File: src/rtl/keyed_first_free_slot_allocator_assert.svh
// Assertion macros for the keyed first-free slot allocator.
`ifndef KEYED_FIRST_FREE_SLOT_ALLOCATOR_ASSERT_SVH
`define KEYED_FIRST_FREE_SLOT_ALLOCATOR_ASSERT_SVH
`ifndef NO_ASSERTIONS
// Check a property on every rising clock edge outside reset.
`define KFFSA_ASSERT(name, clk, rst_n, prop) \
  name: assert property (@(posedge clk) disable iff (!rst_n) (prop)) \
    else $error("kffsa assertion failed");
// Check that a condition never holds outside reset.
`define KFFSA_NEVER(name, clk, rst_n, cond) \
  name: assert property (@(posedge clk) disable iff (!rst_n) !(cond)) \
    else $error("kffsa forbidden condition seen");
`else
`define KFFSA_ASSERT(name, clk, rst_n, prop)
`define KFFSA_NEVER(name, clk, rst_n, cond)
`endif
`endif

File: src/rtl/kffsa_pkg.sv
// Shared types and constants of the keyed first-free slot allocator.
package kffsa_pkg;

  localparam int unsigned KEY_W      = 64;
  localparam int unsigned SLOT_NUM_W = 7;
  localparam int unsigned ACTIVE_W   = 7;

  localparam logic [ACTIVE_W-1:0] ACTIVE_RESET = 7'd64;

  localparam logic OP_ALLOC   = 1'b0;
  localparam logic OP_RELEASE = 1'b1;

  localparam logic [1:0] STATUS_OK      = 2'd0;
  localparam logic [1:0] STATUS_DUP     = 2'd1;
  localparam logic [1:0] STATUS_FULL    = 2'd2;
  localparam logic [1:0] STATUS_MISSING = 2'd3;

  typedef enum logic [1:0] {
    ST_IDLE,
    ST_SCAN,
    ST_RESP
  } state_e;

  // Search token handed from cell to cell.
  typedef struct packed {
    logic                  vld;
    logic                  hit;
    logic [SLOT_NUM_W-1:0] hit_num;
    logic                  free;
    logic [SLOT_NUM_W-1:0] free_num;
  } tok_t;

  // Update broadcast to all cells at the end of a search.
  typedef struct packed {
    logic                  set;
    logic                  clr;
    logic [SLOT_NUM_W-1:0] num;
  } cmd_t;

endpackage

File: src/rtl/kffsa_cell.sv
// One slot of the allocator: occupancy, key and one stage of the search chain.
module kffsa_cell #(
  parameter int INDEX = 0
) (
  input  logic                         clk_i,
  input  logic                         rst_ni,
  input  logic                         en_i,
  input  logic [kffsa_pkg::KEY_W-1:0]  key_i,
  input  kffsa_pkg::tok_t              tok_i,
  input  kffsa_pkg::cmd_t              cmd_i,
  output kffsa_pkg::tok_t              tok_o
);

  localparam int unsigned NW = kffsa_pkg::SLOT_NUM_W;
  localparam logic [NW-1:0] NUM = NW'(INDEX + 1);
  // Slots past the numbering range can never be claimed, so never address them.
  localparam bit ADDRESSABLE = (INDEX + 1) < (2 ** NW);

  logic                        busy_q;
  logic [kffsa_pkg::KEY_W-1:0] key_q;
  kffsa_pkg::tok_t             tok_d, tok_q;
  logic                        match, is_free, sel;

  assign match   = busy_q && (key_q == key_i);
  assign is_free = en_i && !busy_q;
  assign sel     = ADDRESSABLE && (cmd_i.num == NUM);

  always_comb begin
    tok_d = tok_i;
    if (tok_i.vld && !tok_i.hit && match) begin
      tok_d.hit     = 1'b1;
      tok_d.hit_num = NUM;
    end
    if (tok_i.vld && !tok_i.free && is_free) begin
      tok_d.free     = 1'b1;
      tok_d.free_num = NUM;
    end
  end

  always_ff @(posedge clk_i or negedge rst_ni) begin
    if (!rst_ni) begin
      tok_q <= '0;
    end else begin
      tok_q <= tok_d;
    end
  end

  always_ff @(posedge clk_i or negedge rst_ni) begin
    if (!rst_ni) begin
      busy_q <= 1'b0;
    end else if (sel && cmd_i.set) begin
      busy_q <= 1'b1;
    end else if (sel && cmd_i.clr) begin
      busy_q <= 1'b0;
    end
  end

  always_ff @(posedge clk_i) begin
    if (sel && cmd_i.set) begin
      key_q <= key_i;
    end
  end

  assign tok_o = tok_q;

endmodule

File: config.mk
export PLATFORM = sky130hd
export DESIGN_NAME = kffsa_cell
export DESIGN_NICKNAME = d
export VERILOG_FILES = /design/src/rtl/keyed_first_free_slot_allocator_assert.svh /design/src/rtl/kffsa_pkg.sv /design/src/rtl/kffsa_cell.sv
export SDC_FILE = /design/constraint.sdc
export NUM_CORES = 1
export LEC_CHECK = 0
export ABC_AREA = 1
export BUFFER_PORTS_ARGS = -buffer_cell sky130_fd_sc_hd__buf_2
export CAP_MARGIN = 10
export CORE_UTILIZATION = 56
export CTS_CLUSTER_DIAMETER = 50
export DETAILED_ROUTE_END_ITERATION = 7
export GPL_ROUTABILITY_DRIVEN = 0
export PLACE_DENSITY = 0.88
export SYNTH_ARGS = -nofsm -noshare
export SYNTH_HDL_FRONTEND = slang
export SYNTH_SLANG_ARGS = --single-unit
File: constraint.sdc
create_clock -name clk_i -period 3.8 [get_ports clk_i]
set_input_delay 0 -clock clk_i [delete_from_list [all_inputs] [get_ports clk_i]]
set_output_delay 0 -clock clk_i [all_outputs]
set_load 0.03 [all_outputs]
## Yosys cells after proc, flatten, opt, wreduce, memory -nomap -nowiden

Cells that the tools add are included.

| word-level totals | value |
|---|---|
| bits in registers | 82 |
| word-level logic and storage cells | 25 |
| output and inout bits | 17 |
| input port bits | 93 |
| memories | 0 |
| memory bits (read-only) | 0 |
| bits in latches | 0 |
| RAM bits | 0 |

| operators by class | value |
|---|---|
| shift-type cells | 0 |
| reductions and logical operators | 12 |
| bitwise logic cells | 0 |
| magnitude comparators | 0 |
| $add $sub $neg | 0 |
| multipliers | 0 |
| equal/unequal tests | 2 |
| muxes and demuxes | 4 |
| div/mod/pow operators | 0 |

Operator list:

| kind | count |
|---|---|
| == test 64 bit | 1 |
| 2-to-1 mux 8 bit | 2 |
| logical AND 1 bit | 8 |
| == test 7 x 1 -> 1 bit (second input constant) | 1 |
| zero test 1 bit | 3 |
| 2-to-1 mux 1 bit | 2 |
| nonzero test 2 bit | 1 |

## Logic depth before layout (Yosys ltp)

| logic depth | value |
|---|---|
| depth after elaboration | 4 |
| mapped depth | 10 |
| depth with buffers taken out | 10 |

## Worst setup path after synthesis

No wires, ideal clock.

| timing path | value |
|---|---|
| kind | input port to flip-flop |
| from | in cmd_i[2] in the netlist's numbering |
| to | reg key_q[0] in the netlist's numbering (enable) |
| data arrival time | 1.710 ns |
| stages | 3 |
| data required time | 3.382 ns |
| path buffers | 0 |
| library setup time | 0.418 ns |
| setup slack | 1.672 ns |
| cells stage by stage | nor4b_1 > nand3_1 > inv_1 |

| between the ends | value |
|---|---|
| cells in the longest elaborated chain, start to end | 2 |

RTL lines:

| what | line | text |
|---|---|---|
| start, declared | kffsa_cell.sv:10 | `input kffsa_pkg::cmd_t cmd_i,` |
| == test 7 x 1 -> 1 bit | kffsa_cell.sv:26 | `assign sel = ADDRESSABLE && (cmd_i.num == NUM);` |
| logical AND 1 bit | kffsa_cell.sv:59 | `if (sel && cmd_i.set) begin` |
| end signal, assigned | kffsa_cell.sv:60 | `key_q <= key_i;` |
| end, declared | kffsa_cell.sv:20 | `logic [kffsa_pkg::KEY_W-1:0] key_q;` |

Every way passes these cells.
A chain may end at the register's enable or synchronous reset.

## Worst setup path after layout

| timing path | value |
|---|---|
| from | in cmd_i[2] in the netlist's numbering |
| to | reg key_q[16] in the netlist's numbering (enable) |

The elaborated chain is that of the path after synthesis.

==> impl_metrics.tcl <==
set metrics [dict create \
    core_um2 6490 \
    drive_above_1_share_pct 23.1 \
    yosysTopAreaCell "edfxtp_1" \
    path_max_fanout 38 \
    viasPerCell 5.07 \
    post_cts_buffers 0 \
    p_leak_nw 2.54 \
    initial_core_util_pct 59.6 \
    numCtsBuffers 9 \
    wirelength_um 11500 \
    skew_ns 0.0216 \
    clk_latency_ns 0.38 \
    syn_inst 391 \
    grt_util_all_layers_pct 34.3 \
    worst_path_largest_cell_delay_ns 0.66 \
    cp-start-kind "input pin" \
    yosysUniqueCellTypes 25 \
    netlist_area_um2 3870 \
    rsz0062_at_grt "false" \
    root_buffer "clkbuf_8" \
    max_cap_violations 0 \
    critPathBufInv 3 \
    crit_slowest_cell "inv_2" \
    synth.area.top_cells "edfxtp_1, dfrtp_1, nand2_1" \
    grt-ovfl-total 0 \
    grt_max_degree 39 \
    ctsHoldBuffers 86 \
    ir_worst_vdd_uv 280 \
    tns_ns 0 \
    crit_arrival_ns 2.06 \
    crit_required_ns 3.84 \
    die_y_um 85.2 \
    diodes 0 \
    min_period_over_period_pct 53.0 \
    path_class "input pin to register" \
    port_buffers 109 \
    max-slew-margin-rel_pct 45.6 \
    nets 691 \
    drc 0 \
    dieArea_um2 7250 \
    die_x_um 85.2 \
    fmax_ghz 0.496 \
    critPathTopFamily "buffers and inverters" \
    wl_per_cell_um 16.9 \
    vias 3449 \
    grt_pass1_wl_um 18300 \
    hold_viol_final 0 \
    cts_tree "built" \
    worstMarginPinSlew_ns 0.815 \
    yosysWarnings 0 \
    hpwl_um 6260 \
    cts-htree-levels 3 \
    syn_to_final_growth_pct 44.6 \
    status "finished clean" \
    antenna_found_initial 0 \
    power_density_nw_per_um2 348 \
    first_pass_iters 4 \
    cts_buffer_depth 2 \
    cts_sinks 82 \
    avgSynthCellArea_um2 9.91 \
    rows 29 \
    synthesis.nets 484 \
    drt_iter0_markers 216 \
    min_path_type "input pin to async pin" \
    crit_chain "buf_2 -> nor4b_1 -> nand3_1 -> inv_2 -> buf_4" \
    post_cts_resized 0 \
    synth-seq-cells 82 \
    crit_path_end_kind "register" \
    synth_top_cell_area_share_pct 49.6 \
    io_pins 110 \
    yosysSeqAreaShare_pct 61.2 \
    clk_pin_slew_ns 0.11 \
    grt_pass1_vias 3825 \
    slew_violations 0 \
    power_mw 1.95 \
    ant_nets 0 \
    finalCriticalPeriod_ns 2.02 \
    report.final.setup_viol 0 \
]
-- cell families after synthesis --
family / after synthesis / share of synthesized area (%)
simple gates: 198 / 21.3
compound gates: 3 / 0.452
flops: 82 / 61.2
buf+inv: 59 / 5.72
xor+xnor: 49 / 11.3
-- final cells by class --
type,count,area (um^2)
multi-input cells,250,1280
clock inverters,5,43.8
repair buffers,196,1410
flip-flops and latches,82,2370
fillers,309,893
well taps,77,96.3
clock buffers,11,174
inverters,59,221
-- synthesized netlist by cell type (all sizes together) --
master,count
nor2,58
edfxtp,64
nand3,12
o21a,1
o21ai,2
xor2,12
dfrtp,18
nand3b,2
nor3b,1
or2,3
nand2b,1
and2,1
and3,1
nor3,1
nand2,114
nor4b,1
inv,59
nand4,3
xnor2,37
-- flip-flops by register name, indices dropped and copies added (netlist names) --
name	flops
key_q	64
tok_o	17
busy_q	1
-- routing by layer --
layer	track usage (%)	share of wire [%]
met1	36.0	37
met2	62.8	53
met3	8.37	5.2
met4	18.8	5.1
met5	0	0
-- cells in the final DEF, fill, tap and decap left out, drive strengths merged --
cell         instances
xor2                12
and3                 1
xnor2               37
clkbuf              11
nor3b                1
nand3               12
nand2b               1
nand4                3
dfrtp               18
buf                110
nor3                 1
o21a                 1
nand3b               2
o21ai                2
inv                 64
edfxtp              64
nand2              114
nor4b                1
or2                  3
dlygate4sd3         86
and2                 1
nor2                58
-- power by group --
| group | leakage (nW) | switching [mW] | internal (mW) | total (mW) |
|---|---|---|---|---|
| Combinational | 1.64 | 0.134 | 0.136 | 0.270 |
| Clock | 0.113 | 0.365 | 0.329 | 0.694 |
| Sequential | 0.783 | 0.00489 | 0.980 | 0.985 |
| Total | 2.54 | 0.504 | 1.44 | 1.95 |
-- path summary, 6_finish.rpt --
check	cells after the start	startpoint	slack [ns]	to
max	5	cmd_i[2]	1.78	key_q[16]
min reg2reg	4	busy_q	0.78	tok_o[3]
max reg2reg	8	key_q[50]	2.23	tok_o[14]
min in group clk_i	4	en_i	0.07	tok_o[3]
max in group asynchronous	2	rst_ni	3.45	tok_o[10]
min	2	rst_ni	0.07	busy_q
-- worst register-to-register path: stages, from the launching register on --
cell and delay [ns]:
edfxtp_1 0.39, xnor2_1 0.23, nand2_1 0.11, nor2_1 0.16
nand2_1 0.07, nor2_1 0.10, nand3_1 0.13, nor2_4 0.19
nor2_1 0.07
-- metrics by stage --
stage / utilization [%] / instance area [um^2] / hold WS [ns] / worst slack (ns) / std cells
3_5_place_dp: 69.6 / 4520 / -0.0638 / 1.71 / 578
5_1_grt: 86.2 / 5600 / 0.105 / 1.66 / 680
3_3_place_gp: 69.6 / 4520 / -0.0717 / 1.82 / 578
6_report: 86.2 / 5600 / 0.0664 / 1.78 / 680
2_1_floorplan: - / 3870 / -0.296 / 1.67 / 391
4_1_cts: 86.2 / 5600 / 0.0648 / 2.04 / 680
Note: power is estimated with default switching activity, not from simulation.
